===== src/spr_pkg.sv =====
package spr_pkg;

    // Timer clock of the pulse generator, in Hz.
    localparam int TIMER_HZ = 1000000;

    localparam int CNT_W  = 16;
    localparam int POS_W  = 32;
    localparam int ERR_W  = POS_W + 1;
    localparam int TOL_W  = 16;
    localparam int RATE_W = 15;
    localparam int ACC_W  = 12;
    localparam int GAIN_W = 8;
    localparam int PER_W  = 20;
    localparam int CMP_W  = 19;

    localparam logic [PER_W-1:0] PERIOD_MAX  = {PER_W{1'b1}};
    localparam logic [CMP_W-1:0] COMPARE_MAX = {CMP_W{1'b1}};

    // Shared divider: wide enough for |error| * gain_num and for TIMER_HZ.
    localparam int TIMER_W  = $clog2(TIMER_HZ + 1);
    localparam int DIV_DW   = ERR_W + GAIN_W;
    localparam int DIV_SW   = RATE_W;
    localparam int DIV_CW   = $clog2(DIV_DW + 1);

    // Configuration port.
    localparam int CFG_IDX_W  = 3;
    localparam int CFG_DATA_W = 32;

    localparam logic [CFG_IDX_W-1:0] REG_TARGET    = 3'd0;
    localparam logic [CFG_IDX_W-1:0] REG_TOLERANCE = 3'd1;
    localparam logic [CFG_IDX_W-1:0] REG_MAX_RATE  = 3'd2;
    localparam logic [CFG_IDX_W-1:0] REG_MIN_RATE  = 3'd3;
    localparam logic [CFG_IDX_W-1:0] REG_ACCEL     = 3'd4;
    localparam logic [CFG_IDX_W-1:0] REG_GAIN_NUM  = 3'd5;
    localparam logic [CFG_IDX_W-1:0] REG_GAIN_DEN  = 3'd6;
    localparam logic [CFG_IDX_W-1:0] REG_DIR_INV   = 3'd7;

    localparam logic [POS_W-1:0]  TARGET_RST    = 32'd4000;
    localparam logic [TOL_W-1:0]  TOLERANCE_RST = 16'd2;
    localparam logic [RATE_W-1:0] MAX_RATE_RST  = 15'd3000;
    localparam logic [RATE_W-1:0] MIN_RATE_RST  = 15'd150;
    localparam logic [ACC_W-1:0]  ACCEL_RST     = 12'd80;
    localparam logic [GAIN_W-1:0] GAIN_NUM_RST  = 8'd1;
    localparam logic [GAIN_W-1:0] GAIN_DEN_RST  = 8'd3;

    // Result beat layout.
    localparam int OUT_POS_LSB  = 0;
    localparam int OUT_RATE_LSB = OUT_POS_LSB + POS_W;
    localparam int OUT_DIR_BIT  = OUT_RATE_LSB + RATE_W;
    localparam int OUT_PEN_BIT  = OUT_DIR_BIT + 1;
    localparam int OUT_PER_LSB  = OUT_PEN_BIT + 1;
    localparam int OUT_CMP_LSB  = OUT_PER_LSB + PER_W;
    localparam int OUT_ARR_BIT  = OUT_CMP_LSB + CMP_W;
    localparam int OUT_USED_W   = OUT_ARR_BIT + 1;
    localparam int OUT_DATA_W   = ((OUT_USED_W + 7) / 8) * 8;
    localparam int IN_DATA_W    = 16;

    // Microcode.
    localparam int STEP_W = 4;
    localparam int OP_W   = 4;
    localparam int COND_W = 4;

    localparam logic [OP_W-1:0] OP_NOP    = 4'd0;
    localparam logic [OP_W-1:0] OP_ACCEPT = 4'd1;
    localparam logic [OP_W-1:0] OP_TRACK  = 4'd2;
    localparam logic [OP_W-1:0] OP_ERR    = 4'd3;
    localparam logic [OP_W-1:0] OP_ABS    = 4'd4;
    localparam logic [OP_W-1:0] OP_TOL    = 4'd5;
    localparam logic [OP_W-1:0] OP_DIV    = 4'd6;
    localparam logic [OP_W-1:0] OP_CLAMP  = 4'd7;
    localparam logic [OP_W-1:0] OP_SLEW   = 4'd8;
    localparam logic [OP_W-1:0] OP_PERIOD = 4'd9;
    localparam logic [OP_W-1:0] OP_PCALC  = 4'd10;
    localparam logic [OP_W-1:0] OP_OUT    = 4'd11;

    localparam logic [COND_W-1:0] C_NEXT        = 4'd0;
    localparam logic [COND_W-1:0] C_ALWAYS      = 4'd1;
    localparam logic [COND_W-1:0] C_NO_INPUT    = 4'd2;
    localparam logic [COND_W-1:0] C_REZERO      = 4'd3;
    localparam logic [COND_W-1:0] C_ARRIVED     = 4'd4;
    localparam logic [COND_W-1:0] C_IN_TOL      = 4'd5;
    localparam logic [COND_W-1:0] C_DIV_MORE    = 4'd6;
    localparam logic [COND_W-1:0] C_RATE_ZERO   = 4'd7;
    localparam logic [COND_W-1:0] C_OUT_BLOCKED = 4'd8;

    localparam logic [STEP_W-1:0] S_IDLE   = 4'd0;
    localparam logic [STEP_W-1:0] S_TRACK  = 4'd1;
    localparam logic [STEP_W-1:0] S_CHECK  = 4'd2;
    localparam logic [STEP_W-1:0] S_ERR    = 4'd3;
    localparam logic [STEP_W-1:0] S_ABS    = 4'd4;
    localparam logic [STEP_W-1:0] S_TOL    = 4'd5;
    localparam logic [STEP_W-1:0] S_GDIV   = 4'd6;
    localparam logic [STEP_W-1:0] S_CLAMP  = 4'd7;
    localparam logic [STEP_W-1:0] S_SLEW   = 4'd8;
    localparam logic [STEP_W-1:0] S_PERIOD = 4'd9;
    localparam logic [STEP_W-1:0] S_TDIV   = 4'd10;
    localparam logic [STEP_W-1:0] S_PCALC  = 4'd11;
    localparam logic [STEP_W-1:0] S_OUT    = 4'd12;
    localparam logic [STEP_W-1:0] S_FIN    = 4'd13;

    typedef struct packed {
        logic [OP_W-1:0]   op;
        logic [COND_W-1:0] cond;
        logic [STEP_W-1:0] target;
    } uop_t;

    typedef struct packed {
        logic              load;
        logic              step;
        logic [DIV_CW-1:0] count;
    } div_ctl_t;

    // Control store: a taken condition jumps to target, otherwise the
    // sequencer moves to the following step.
    function automatic uop_t uop_rom(input logic [STEP_W-1:0] pc);
        uop_t u;
        case (pc)
            S_IDLE:   u = '{OP_ACCEPT, C_NO_INPUT,    S_IDLE};
            S_TRACK:  u = '{OP_TRACK,  C_REZERO,      S_PERIOD};
            S_CHECK:  u = '{OP_NOP,    C_ARRIVED,     S_PERIOD};
            S_ERR:    u = '{OP_ERR,    C_NEXT,        S_IDLE};
            S_ABS:    u = '{OP_ABS,    C_NEXT,        S_IDLE};
            S_TOL:    u = '{OP_TOL,    C_IN_TOL,      S_PERIOD};
            S_GDIV:   u = '{OP_DIV,    C_DIV_MORE,    S_GDIV};
            S_CLAMP:  u = '{OP_CLAMP,  C_NEXT,        S_IDLE};
            S_SLEW:   u = '{OP_SLEW,   C_NEXT,        S_IDLE};
            S_PERIOD: u = '{OP_PERIOD, C_RATE_ZERO,   S_OUT};
            S_TDIV:   u = '{OP_DIV,    C_DIV_MORE,    S_TDIV};
            S_PCALC:  u = '{OP_PCALC,  C_NEXT,        S_IDLE};
            S_OUT:    u = '{OP_OUT,    C_OUT_BLOCKED, S_OUT};
            S_FIN:    u = '{OP_NOP,    C_ALWAYS,      S_IDLE};
            default:  u = '{OP_NOP,    C_ALWAYS,      S_IDLE};
        endcase
        return u;
    endfunction

    // Move cur toward goal by at most accel.
    function automatic logic [RATE_W-1:0] slew(input logic [RATE_W-1:0] cur,
                                               input logic [RATE_W-1:0] goal,
                                               input logic [ACC_W-1:0]  accel);
        logic [RATE_W:0]   up;
        logic [RATE_W-1:0] dn;
        up = {1'b0, cur} + {{(RATE_W + 1 - ACC_W){1'b0}}, accel};
        dn = (cur > RATE_W'(accel)) ? cur - RATE_W'(accel) : '0;
        if (cur < goal) begin
            return (up > {1'b0, goal}) ? goal : up[RATE_W-1:0];
        end else if (cur > goal) begin
            return (dn < goal) ? goal : dn;
        end
        return cur;
    endfunction

endpackage


===== src/spr_div.sv =====
module spr_div
    import spr_pkg::*;
(
    input  logic              aclk,
    input  logic              aresetn,
    input  div_ctl_t          ctl,
    input  logic [DIV_DW-1:0] dividend,
    input  logic [DIV_SW-1:0] divisor,
    output logic [DIV_DW-1:0] quotient,
    output logic              last
);

    logic [DIV_DW-1:0] dvd_reg, dvd_next;
    logic [DIV_DW-1:0] quo_reg, quo_next;
    logic [DIV_SW-1:0] dsr_reg, dsr_next;
    logic [DIV_SW-1:0] rem_reg, rem_next;
    logic [DIV_CW-1:0] cnt_reg, cnt_next;
    logic [DIV_SW:0]   trial;
    logic              fits;

    // Restoring division, one quotient bit per step, dividend MSB first.
    always_comb begin
        trial    = {rem_reg, dvd_reg[DIV_DW-1]};
        fits     = trial >= {1'b0, dsr_reg};
        dvd_next = dvd_reg;
        quo_next = quo_reg;
        dsr_next = dsr_reg;
        rem_next = rem_reg;
        cnt_next = cnt_reg;
        if (ctl.load) begin
            dvd_next = dividend;
            quo_next = '0;
            dsr_next = divisor;
            rem_next = '0;
            cnt_next = ctl.count;
        end else if (ctl.step) begin
            dvd_next = {dvd_reg[DIV_DW-2:0], 1'b0};
            quo_next = {quo_reg[DIV_DW-2:0], fits};
            rem_next = fits ? DIV_SW'(trial - {1'b0, dsr_reg}) : trial[DIV_SW-1:0];
            cnt_next = cnt_reg - 1'b1;
        end
    end

    always_ff @(posedge aclk) begin
        dvd_reg <= dvd_next;
        quo_reg <= quo_next;
        dsr_reg <= dsr_next;
        rem_reg <= rem_next;
        if (!aresetn) begin
            cnt_reg <= '0;
        end else begin
            cnt_reg <= cnt_next;
        end
    end

    assign quotient = quo_reg;
    assign last     = (cnt_reg == DIV_CW'(1));

endmodule


===== src/stepper_position_ramp_controller_core.sv =====
// A result beat follows its input beat. While moving, a tick makes two passes of the
// bit-serial divider (41 and 20 steps); ramping down inside the tolerance, it makes
// only the timer pass; on the stopping tick, after arrival and on rezero, neither.
// One tick is worked at a time: the next input beat is taken only after the result
// shows and the sequencer passes its final step; a stalled result delays the next one.
// Reset (aresetn low, synchronous) restores register defaults, clears control state.
module stepper_position_ramp_controller_core
    import spr_pkg::*;
(
    input  logic                  aclk,
    input  logic                  aresetn,
    input  logic                  cfg_we,
    input  logic [CFG_IDX_W-1:0]  cfg_index,
    input  logic [CFG_DATA_W-1:0] cfg_wdata,
    input  logic                  s_tvalid,
    output logic                  s_tready,
    input  logic [IN_DATA_W-1:0]  s_tdata,   // encoder_count[15:0]
    input  logic [0:0]            s_tuser,   // rezero[0]
    output logic                  m_tvalid,
    input  logic                  m_tready,
    // position[31:0], rate[46:32], direction[47], pulse_enable[48],
    // period_ticks[68:49], compare_ticks[87:69], arrived[88], zero pad above
    output logic [OUT_DATA_W-1:0] m_tdata
);

    // Configuration.
    logic [POS_W-1:0]  target_reg;
    logic [TOL_W-1:0]  tol_reg;
    logic [RATE_W-1:0] max_rate_reg;
    logic [RATE_W-1:0] min_rate_reg;
    logic [ACC_W-1:0]  accel_reg;
    logic [GAIN_W-1:0] gain_num_reg;
    logic [GAIN_W-1:0] gain_den_reg;
    logic              dir_inv_reg;

    // Sequencer and datapath.
    logic [STEP_W-1:0] pc_reg, pc_next;
    logic [CNT_W-1:0]  in_count_reg, in_count_next;
    logic              in_rz_reg, in_rz_next;
    logic [CNT_W-1:0]  last_count_reg, last_count_next;
    logic [POS_W-1:0]  pos_reg, pos_next;
    logic [RATE_W-1:0] rate_reg, rate_next;
    logic              dir_reg, dir_next;
    logic              arrived_reg, arrived_next;
    logic [ERR_W-1:0]  err_reg, err_next;
    logic [ERR_W-1:0]  aerr_reg, aerr_next;
    logic              err_pos_reg, err_pos_next;
    logic [RATE_W-1:0] cmd_reg, cmd_next;
    logic [PER_W-1:0]  period_reg, period_next;
    logic [CMP_W-1:0]  compare_reg, compare_next;
    logic              m_tvalid_reg, m_tvalid_next;
    logic [OUT_DATA_W-1:0] m_tdata_reg, m_tdata_next;

    uop_t              uop;
    logic              taken;
    logic              in_tol;
    logic              out_blocked;
    logic [CNT_W-1:0]  delta;
    logic [RATE_W-1:0] rate_to_zero;
    logic [RATE_W-1:0] cmd_hi;
    logic [GAIN_W-1:0] den;
    logic [31:0]       q32;
    logic [31:0]       p32;
    logic [31:0]       c32;

    div_ctl_t          div_ctl;
    logic [DIV_DW-1:0] div_dividend;
    logic [DIV_SW-1:0] div_divisor;
    logic [DIV_DW-1:0] div_quot;
    logic              div_last;

    spr_div u_div (
        .aclk     (aclk),
        .aresetn  (aresetn),
        .ctl      (div_ctl),
        .dividend (div_dividend),
        .divisor  (div_divisor),
        .quotient (div_quot),
        .last     (div_last)
    );

    assign uop         = uop_rom(pc_reg);
    assign s_tready    = aresetn && (uop.op == OP_ACCEPT);
    assign out_blocked = m_tvalid_reg && !m_tready;
    assign in_tol      = aerr_reg <= {{(ERR_W - TOL_W){1'b0}}, tol_reg};
    assign delta       = in_count_reg - last_count_reg;
    assign rate_to_zero = slew(rate_reg, '0, accel_reg);
    assign den         = (gain_den_reg == '0) ? GAIN_W'(1) : gain_den_reg;
    assign cmd_hi      = (div_quot > DIV_DW'(max_rate_reg)) ? max_rate_reg
                                                            : div_quot[RATE_W-1:0];
    assign q32         = 32'(div_quot[TIMER_W-1:0]);
    assign p32         = (q32 == '0) ? '0 : q32 - 32'd1;
    assign c32         = q32 >> 1;

    always_comb begin
        case (uop.cond)
            C_NEXT:        taken = 1'b0;
            C_ALWAYS:      taken = 1'b1;
            C_NO_INPUT:    taken = !s_tvalid;
            C_REZERO:      taken = in_rz_reg;
            C_ARRIVED:     taken = arrived_reg;
            C_IN_TOL:      taken = in_tol;
            C_DIV_MORE:    taken = !div_last;
            C_RATE_ZERO:   taken = (rate_reg == '0);
            C_OUT_BLOCKED: taken = out_blocked;
            default:       taken = 1'b0;
        endcase
        pc_next = taken ? uop.target : pc_reg + 1'b1;
    end

    always_comb begin
        in_count_next   = in_count_reg;
        in_rz_next      = in_rz_reg;
        last_count_next = last_count_reg;
        pos_next        = pos_reg;
        rate_next       = rate_reg;
        dir_next        = dir_reg;
        arrived_next    = arrived_reg;
        err_next        = err_reg;
        aerr_next       = aerr_reg;
        err_pos_next    = err_pos_reg;
        cmd_next        = cmd_reg;
        period_next     = period_reg;
        compare_next    = compare_reg;
        m_tdata_next    = m_tdata_reg;
        m_tvalid_next   = m_tvalid_reg && !m_tready;
        div_ctl         = '{load: 1'b0, step: 1'b0, count: '0};
        div_dividend    = '0;
        div_divisor     = '0;

        case (uop.op)
            OP_ACCEPT: begin
                if (s_tvalid) begin
                    in_count_next = s_tdata[CNT_W-1:0];
                    in_rz_next    = s_tuser[0];
                end
            end
            OP_TRACK: begin
                last_count_next = in_count_reg;
                if (in_rz_reg) begin
                    pos_next     = '0;
                    rate_next    = '0;
                    arrived_next = 1'b0;
                end else begin
                    pos_next = pos_reg + {{(POS_W - CNT_W){delta[CNT_W-1]}}, delta};
                end
            end
            OP_ERR: begin
                err_next = {target_reg[POS_W-1], target_reg} - {pos_reg[POS_W-1], pos_reg};
            end
            OP_ABS: begin
                aerr_next    = err_reg[ERR_W-1] ? -err_reg : err_reg;
                err_pos_next = !err_reg[ERR_W-1] && (err_reg != '0);
            end
            OP_TOL: begin
                if (in_tol) begin
                    rate_next    = rate_to_zero;
                    arrived_next = (rate_to_zero == '0);
                end else begin
                    dir_next     = err_pos_reg ^ dir_inv_reg;
                    div_ctl      = '{load: 1'b1, step: 1'b0, count: DIV_CW'(DIV_DW)};
                    div_dividend = DIV_DW'(aerr_reg) * DIV_DW'(gain_num_reg);
                    div_divisor  = DIV_SW'(den);
                end
            end
            OP_DIV: begin
                div_ctl = '{load: 1'b0, step: 1'b1, count: '0};
            end
            OP_CLAMP: begin
                // The lower clamp comes last, so it wins when min exceeds max.
                cmd_next = (cmd_hi < min_rate_reg) ? min_rate_reg : cmd_hi;
            end
            OP_SLEW: begin
                rate_next = slew(rate_reg, cmd_reg, accel_reg);
            end
            OP_PERIOD: begin
                period_next  = '0;
                compare_next = '0;
                div_ctl      = '{load: 1'b1, step: 1'b0, count: DIV_CW'(TIMER_W)};
                div_dividend = {TIMER_W'(TIMER_HZ), {(DIV_DW - TIMER_W){1'b0}}};
                div_divisor  = rate_reg;
            end
            OP_PCALC: begin
                period_next  = (p32 > 32'(PERIOD_MAX)) ? PERIOD_MAX : p32[PER_W-1:0];
                compare_next = (c32 > 32'(COMPARE_MAX)) ? COMPARE_MAX : c32[CMP_W-1:0];
            end
            OP_OUT: begin
                if (!out_blocked) begin
                    m_tvalid_next = 1'b1;
                    m_tdata_next  = '0;
                    m_tdata_next[OUT_POS_LSB +: POS_W]  = pos_reg;
                    m_tdata_next[OUT_RATE_LSB +: RATE_W] = rate_reg;
                    m_tdata_next[OUT_DIR_BIT]           = dir_reg;
                    m_tdata_next[OUT_PEN_BIT]           = (rate_reg != '0);
                    m_tdata_next[OUT_PER_LSB +: PER_W]  = period_reg;
                    m_tdata_next[OUT_CMP_LSB +: CMP_W]  = compare_reg;
                    m_tdata_next[OUT_ARR_BIT]           = arrived_reg;
                end
            end
            default: begin
            end
        endcase
    end

    always_ff @(posedge aclk) begin
        in_count_reg <= in_count_next;
        in_rz_reg    <= in_rz_next;
        err_reg      <= err_next;
        aerr_reg     <= aerr_next;
        err_pos_reg  <= err_pos_next;
        cmd_reg      <= cmd_next;
        period_reg   <= period_next;
        compare_reg  <= compare_next;
        m_tdata_reg  <= m_tdata_next;
        if (!aresetn) begin
            pc_reg         <= S_IDLE;
            last_count_reg <= '0;
            pos_reg        <= '0;
            rate_reg       <= '0;
            dir_reg        <= 1'b0;
            arrived_reg    <= 1'b0;
            m_tvalid_reg   <= 1'b0;
        end else begin
            pc_reg         <= pc_next;
            last_count_reg <= last_count_next;
            pos_reg        <= pos_next;
            rate_reg       <= rate_next;
            dir_reg        <= dir_next;
            arrived_reg    <= arrived_next;
            m_tvalid_reg   <= m_tvalid_next;
        end
    end

    always_ff @(posedge aclk) begin
        if (!aresetn) begin
            target_reg   <= TARGET_RST;
            tol_reg      <= TOLERANCE_RST;
            max_rate_reg <= MAX_RATE_RST;
            min_rate_reg <= MIN_RATE_RST;
            accel_reg    <= ACCEL_RST;
            gain_num_reg <= GAIN_NUM_RST;
            gain_den_reg <= GAIN_DEN_RST;
            dir_inv_reg  <= 1'b0;
        end else if (cfg_we) begin
            case (cfg_index)
                REG_TARGET:    target_reg   <= cfg_wdata[POS_W-1:0];
                REG_TOLERANCE: tol_reg      <= cfg_wdata[TOL_W-1:0];
                REG_MAX_RATE:  max_rate_reg <= cfg_wdata[RATE_W-1:0];
                REG_MIN_RATE:  min_rate_reg <= cfg_wdata[RATE_W-1:0];
                REG_ACCEL:     accel_reg    <= cfg_wdata[ACC_W-1:0];
                REG_GAIN_NUM:  gain_num_reg <= cfg_wdata[GAIN_W-1:0];
                REG_GAIN_DEN:  gain_den_reg <= cfg_wdata[GAIN_W-1:0];
                REG_DIR_INV:   dir_inv_reg  <= cfg_wdata[0];
                default: begin
                end
            endcase
        end
    end

    assign m_tvalid = m_tvalid_reg;
    assign m_tdata  = m_tdata_reg;

endmodule


===== config.mk =====
export PLATFORM = sky130hd
export DESIGN_NAME = stepper_position_ramp_controller_core
export DESIGN_NICKNAME = d
export VERILOG_FILES = /design/src/spr_pkg.sv /design/src/spr_div.sv /design/src/stepper_position_ramp_controller_core.sv
export SDC_FILE = /design/constraint.sdc
export NUM_CORES = 2
export LEC_CHECK = 0
export BUFFER_PORTS_ARGS = -buffer_cell sky130_fd_sc_hd__buf_2
export CAP_MARGIN = 10
export CORE_UTILIZATION = 35
export CTS_BUF_LIST = sky130_fd_sc_hd__clkbuf_4 sky130_fd_sc_hd__clkbuf_8 sky130_fd_sc_hd__clkbuf_16
export DETAILED_ROUTE_END_ITERATION = 8
export MAX_ROUTING_LAYER = met4
export SYNTH_ARGS = -nofsm -noshare
export SYNTH_HDL_FRONTEND = slang
export SYNTH_SLANG_ARGS = --single-unit

===== constraint.sdc =====
create_clock -name aclk -period 8.4 [get_ports aclk]
set_clock_uncertainty 0.2 [all_clocks]
set_input_delay 1.68 -clock aclk [delete_from_list [all_inputs] [get_ports aclk]]
set_output_delay 1.68 -clock aclk [all_outputs]
set_load 0.02 [all_outputs]

-- Word-level counts from Yosys, hierarchy flattened
Memories as Yosys holds them, arrays and structs flattened. A register that Yosys moved wholly into a read port is not among the register bits.
Index checks and enable logic that the tools add are counted.
- memories kept: 1
- input port bits: 57
- bits in read-only memories: 192
- bits in registers: 522
- output and inout port bits: 98
- memory list (memory ; words ; width ; read ports ; clocked after memory_dff ; wr ports ; RTL line ; RTL):
    (no name shown) ; 16 ; 12 ; 1 ; 1 ; 0 ; spr_pkg.sv:117 ; case (pc)
- add/sub/neg operators: 10
- muxes and demuxes: 47
- $mul: 1
- bitwise gates (word level): 3
- reduce and logical (&&, ||, !) cells: 31
- order comparisons: 15
- equality and inequality tests: 30
- operators by type and width (kind ; count):
    $mux 15 ; 16
    $mux 41 ; 3
    $mux 32 ; 3
    $pmux 41 s2 ; 1
    $lt 15x15->1 ; 3
    $pmux 15 s3 ; 1
    $gt 41x15->1 ; 1
    $mul 33x8->41 ; 1
    $pmux 20 s2 ; 1
    $pmux 19 s2 ; 1
    $le 33x16->1 ; 1
    $neg 33->33 ; 1
    $reduce_bool 33->1 ; 1
    $sub 32x32->33 ; 1
    $add 32x32->32 ; 1
    $eq 4x3->1 const B ; 8
    $gt 32x20->1 const B ; 1
    $logic_not 32->1 ; 1
    $logic_not 15->1 ; 2
    $lt 15x1->1 const B ; 2
    $pmux 15 s2 ; 1
    $mux 8 ; 3
    $pmux 8 s3 ; 1
    $reduce_and 2->1 ; 11
    other kinds (40) ; 71

-- Depth between registers and ports, before layout
- word-level depth: 10
- gate-level depth with buffers: 25
- mapped depth without buffers: 25

-- Cells and area by module
From an unflattened synthesis, not the netlist that was laid out.
- cells, all modules: 3870
- area total of the unflattened synthesis: 36824.1 µm²
- by module, submodules not included (module ; seq. area each (µm²) ; times used ; area each (µm²) ; cells an instance):
    stepper_position_ramp_controller_core ; 10600.2 ; 1 ; 31432.6 ; 3404
    spr_div ; 2922.8 ; 1 ; 5391.4 ; 466

-- Worst setup path before layout
OpenSTA, ideal clock, no wires.
- kind: input to register
- start point: in m_tready
- end point: reg m_tdata_reg[0] (netlist: m_tdata[0]) (enable)
- buffers on the path: 0
- arrival time: 5.756 ns
- library setup time: 0.547 ns
- slack: 1.897 ns
- cell stages on the path: 2
- path through: nand2b_1 nor2b_1
- longest elaborated chain between the ends: 4
- ends and longest elaborated chain (item ; RTL line ; RTL):
    from (decl) ; stepper_position_ramp_controller_core.sv:20 ; input logic m_tready,
    $logic_not 1->1 ; stepper_position_ramp_controller_core.sv:84 ; assign out_blocked = m_tvalid_reg && !m_tready;
    $logic_and 1x1->1 ; stepper_position_ramp_controller_core.sv:84 ;
    $not 1->1 (no line) ; -- ;
    $reduce_and 2->1 (no line) ; -- ;
    to (signal assigned) ; stepper_position_ramp_controller_core.sv:214 ; m_tdata_reg <= m_tdata_next;
    to (decl) ; stepper_position_ramp_controller_core.sv:52 ; logic [OUT_DATA_W-1:0] m_tdata_reg, m_tdata_next;
Every way passes these cells.
A chain may end at the register's enable or synchronous reset.

-- Final worst setup path
- start point: reg gain_num_reg[3]
- end point: reg u_div.dvd_reg[40], data pin
- longest elaborated chain between the ends: 4
- ends and longest elaborated chain (item ; RTL line ; RTL):
    from (decl) ; stepper_position_ramp_controller_core.sv:32 ; logic [GAIN_W-1:0] gain_num_reg;
    from (signal assigned) ; stepper_position_ramp_controller_core.sv:251 ; REG_GAIN_NUM: gain_num_reg <= cfg_wdata[GAIN_W-1:0];
    $mul 33x8->41 ; stepper_position_ramp_controller_core.sv:162 ; div_dividend = DIV_DW'(aerr_reg) * DIV_DW'(gain_num_reg);
    $mux 41 ; stepper_position_ramp_controller_core.sv:156 ; if (in_tol) begin
    $pmux 41 s2 ; stepper_position_ramp_controller_core.sv:131 ; case (uop.op)
    $mux 41 ; spr_div.sv:30 ; if (ctl.load) begin
    via u_div.dvd_next[40] ; spr_div.sv:13 ; logic [DIV_DW-1:0] dvd_reg, dvd_next;
    to (signal assigned) ; spr_div.sv:45 ; dvd_reg <= dvd_next;
    to (decl) ; spr_div.sv:13 ;
The timed path passes the listed nets, and every way through them passes these cells.

==> reports/qor.txt <==
Ratio of cells with drive above 1 in the final layout: 9.161%
Antenna viol nets, final: 0
Core Box Area: 0.1039 sq mm
Measured slew at the worst slew-check pin: 1.270 ns
Fin Setup TNS: 0 ns
Rows: 118
R2r worst-path depth: 17
Hold Path End: m_tdata[78]
Status: finished, final reports clean
Root buf cell: clkbuf_16
Vias in the first global route: 27.39k
Hold path start: compare_reg[9]
Critical path launch point type: flop
Crit-path max FO: 34
Post-synth ARST share: 0%
Drt wl/cell: 18.19 um
Flops & latches, synth: 534
Compound-cell area share of the yosys netlist: 15.09%
Hold Path Stages: 0
Net switching power: 0.003736 W
FF/Latch Area: 0.01352 sq mm
Max IR drop VDD: 197.9 uV
Via density: 5.189
Worst Hold Class: flop to flop
Die Area: 0.1067 sq mm
Router iterations before antenna repair: 5
WL final: 98.66 mm
Max Slew Vio Count: 0
DP HPWL: 72.99 mm
Area occupied by multi-input gates: 0.02115 sq mm
Vias: 28.15k
Comb pwr share: 37.1%
CP dominant cell by count: fa_1
P_int: 0.006088 W
Starting Density: 35.49%
Final nets: 4514
Synthesized area: 0.03689 sq mm
Total clock buffers created by CTS: 59
Post-CTS sizing: 0
R2r startpoint: gain_num_reg[3]
Pwr Density: 239.2 mW/mm^2
Mean post-synth cell area: 9.416 sq um
CTS H-tree lvls: 2
Power share of the clock group: 27.2%
Reg2reg setup slack: 1.67 ns
Fillers: 10.34k
Final setup vio count: 0
Simple-gate share of the synthesized area: 17.12%
Worst-path cell chain: and2_1, fa_1, fa_1, fa_1, inv_1, fa_1, inv_1, ha_1, a21o_1, a21oi_1, o21ai_0, o21ai_0, o21ai_1, a221o_1, a221oi_2, or3_1, o211ai_1
Largest family of logic cells by synthesized area: adder cells
Port Buffers: 147
Post-synthesis sequential area ratio: 36.66%
Syn. warnings: 0
Largest net degree at the start of global routing: 80
Largest register FFs: 89
RSZ-0062 raised after global routing: false
Initial antenna violation count: 7
Ys flop type: edfxtp_1
EDFF count, synth: 283
Routability cong.: 0.9179
XOR/XNOR Fraction of Synth Area: 3.917%
CP Capture Type: flop
Dpl cells: 5302
Mux share of post-synthesis cell area: 1.146%
Max Freq: 148.7 MHz
Chip height: 326.7 um
Layout Cells excl Fill: 5425
Max stage delay on crit path: 1.16 ns
Clock transition at the registers of the reported paths: 0.07 ns
Clk sinks: 534
Clk buf depth: 3
Post-CTS Setup Bufs: 0
Share of power burned in registers: 35.6%
DRT iter0 DRCs: 1990
Drt drc: 0
Global route overflow: 0
Clk_lat worst skew: 0.68 ns
Hold buffer count at CTS: 0
Leak Pwr: 17.30 nW
Area growth, synth to finish: 11.35%
First-pass GRT wire length: 154.3 mm
Post-Syn Instances: 3918
Switching share of power: 38.03%
I/O Pins: 155
Post-synth cell types: 92
Final period util: 80.06%
Worst R2R End: u_div.dvd_reg[40]
Slew margin rel.: 15.20%
Adder-cell share of the synthesized area: 19.81%
Max-Cap Viols: 0
GR Util All Layers: 18.68%
CTS tree: done
Hold Vio Cnt, Final: 0
Worst path slowest cell: dfxtp_1
Arrival time worst endpoint: 6.90 ns
WS Path Type: flop to flop
DIE WIDTH: 326.7 um
Tmin final: 6.725 ns
Final Util: 39.52%
Worst EP required: 8.57 ns
[Yosys cell counts (all sizes together), types with 31 or more instances]
cell type | number | area, sq um
a21o | 66 | 495.5
a21oi | 269 | 1350
a22o | 48 | 422.9
a31oi | 38 | 237.7
and2 | 222 | 1389
and3 | 63 | 395.4
clkbuf | 154 | 579.3
dfxtp | 251 | 5025
edfxtp | 283 | 8498
fa | 192 | 3844
ha | 277 | 3466
inv | 411 | 1543
nand2 | 439 | 1648
nand2b | 35 | 219.0
nand3 | 91 | 455.4
nand4 | 44 | 275.3
nor2 | 165 | 619.3
nor2b | 44 | 275.3
nor3 | 58 | 295.3
nor4 | 31 | 193.9
o211ai | 37 | 282.8
o21ai | 155 | 775.7
xnor2 | 120 | 1051
xor2 | 45 | 394.1
[critical path: cells and delay by family (launching register included)]
kind / cells / cell delay (ns)
fa+ha+maj: 5 / 2.35
compound gates: 8 / 2.13
flops: 1 / 1.16
simple gates: 2 / 0.45
buf+inv: 2 / 0.11
[stage by stage]
step / setup slack (ns) / cell area, sq um / power, W / hold WS (ns)
CTS: 1.649 / 40960 / 0.009844 / 0.2164
detailed placement: 1.685 / 38930 / 0.007152 / 0.2045
finish: 1.675 / 41080 / 0.009825 / 0.2140
floorplan: 1.897 / 36910 / 0.006109 / 0.2003
global route: 1.277 / 41080 / 0.01041 / 0.2215
global placement: 1.842 / 38930 / 0.007121 / 0.2038
[cells by family (layout without fill, tap and decap cells)]
group / after synthesis / after routing
flip-flops: 534 / 534
AND/OR/NAND/NOR: 1266 / 1266
other: 1 / 13
AO/OA/AOI/OAI: 853 / 853
XOR/XNOR: 165 / 165
buffers and inverters: 594 / 709
adder cells (fa/ha/maj): 469 / 469
multiplexers: 36 / 36
[worst max path at each step]
| stage | startpoint | end | slack [ns] | cells past startpoint |
|---|---|---|---|---|
| 6_report | gain_num_reg[3] | u_div.dvd_reg[40] | 1.67 | 17 |
| 5_1_grt | gain_num_reg[3] | u_div.dvd_reg[40] | 1.28 | 17 |
| 4_1_cts | gain_num_reg[2] | u_div.dvd_reg[40] | 1.65 | 17 |
| 3_5_place_dp | gain_num_reg[2] | u_div.dvd_reg[40] | 1.68 | 17 |
| 3_3_place_gp | gain_num_reg[4] | u_div.dvd_reg[39] | 1.84 | 18 |
| 2_1_floorplan | m_tready | m_tdata[0] | 1.90 | 2 |
[per-layer routing]
layer / wire (um) / up-vias / track usage (%)
met5: 0 / - / -
li1: - / 13753 / -
met4: 2230 / 0 / 4.937
met2: 44450 / 616 / 29.00
met1: 47160 / 13644 / 25.50
met3: 4817 / 139 / 2.538
[power groups by stage]
| stage | combinational (W) | clock (W) | sequential (W) |
|---|---|---|---|
| after CTS | 0.00361 | 0.00273 | 0.00350 |
| after global placement | 0.00357 | 0 | 0.00355 |
| after global routing | 0.00404 | 0.00283 | 0.00353 |
| final | 0.00365 | 0.00268 | 0.00350 |
| after detailed placement | 0.00360 | 0 | 0.00356 |
| after floorplan | 0.00269 | 0 | 0.00342 |
[layout make-up]
| class | count | area share [%] |
|---|---|---|
| clock buffer | 75 | 3.975 |
| tap | 1380 | 4.203 |
| inverter | 411 | 3.762 |
| multi-input combinational | 2796 | 51.48 |
| clock inverter | 37 | 0.9595 |
| sequential | 534 | 32.92 |
| antenna | 6 | 0.03655 |
| timing repair buffer | 186 | 2.659 |
[placed cells by master, fill, tap and decap left out, drive strengths merged, types with 22 or more instances in the layout]
cell | synthesis | final
nand2 | 439 | 439
inv | 411 | 416
edfxtp | 283 | 283
ha | 277 | 277
a21oi | 269 | 269
dfxtp | 251 | 251
and2 | 222 | 222
fa | 192 | 192
buf | 29 | 186
nor2 | 165 | 165
o21ai | 155 | 155
xnor2 | 120 | 120
nand3 | 91 | 91
clkbuf | 154 | 75
a21o | 66 | 66
and3 | 63 | 63
nor3 | 58 | 58
a22o | 48 | 48
xor2 | 45 | 45
nand4 | 44 | 44
nor2b | 44 | 44
a31oi | 38 | 38
o211ai | 37 | 37
nand2b | 35 | 35
nor4 | 31 | 31
o31ai | 27 | 27
o21bai | 23 | 23
o21a | 23 | 23
or3 | 22 | 22
Power figures use the tool's default switching activity.
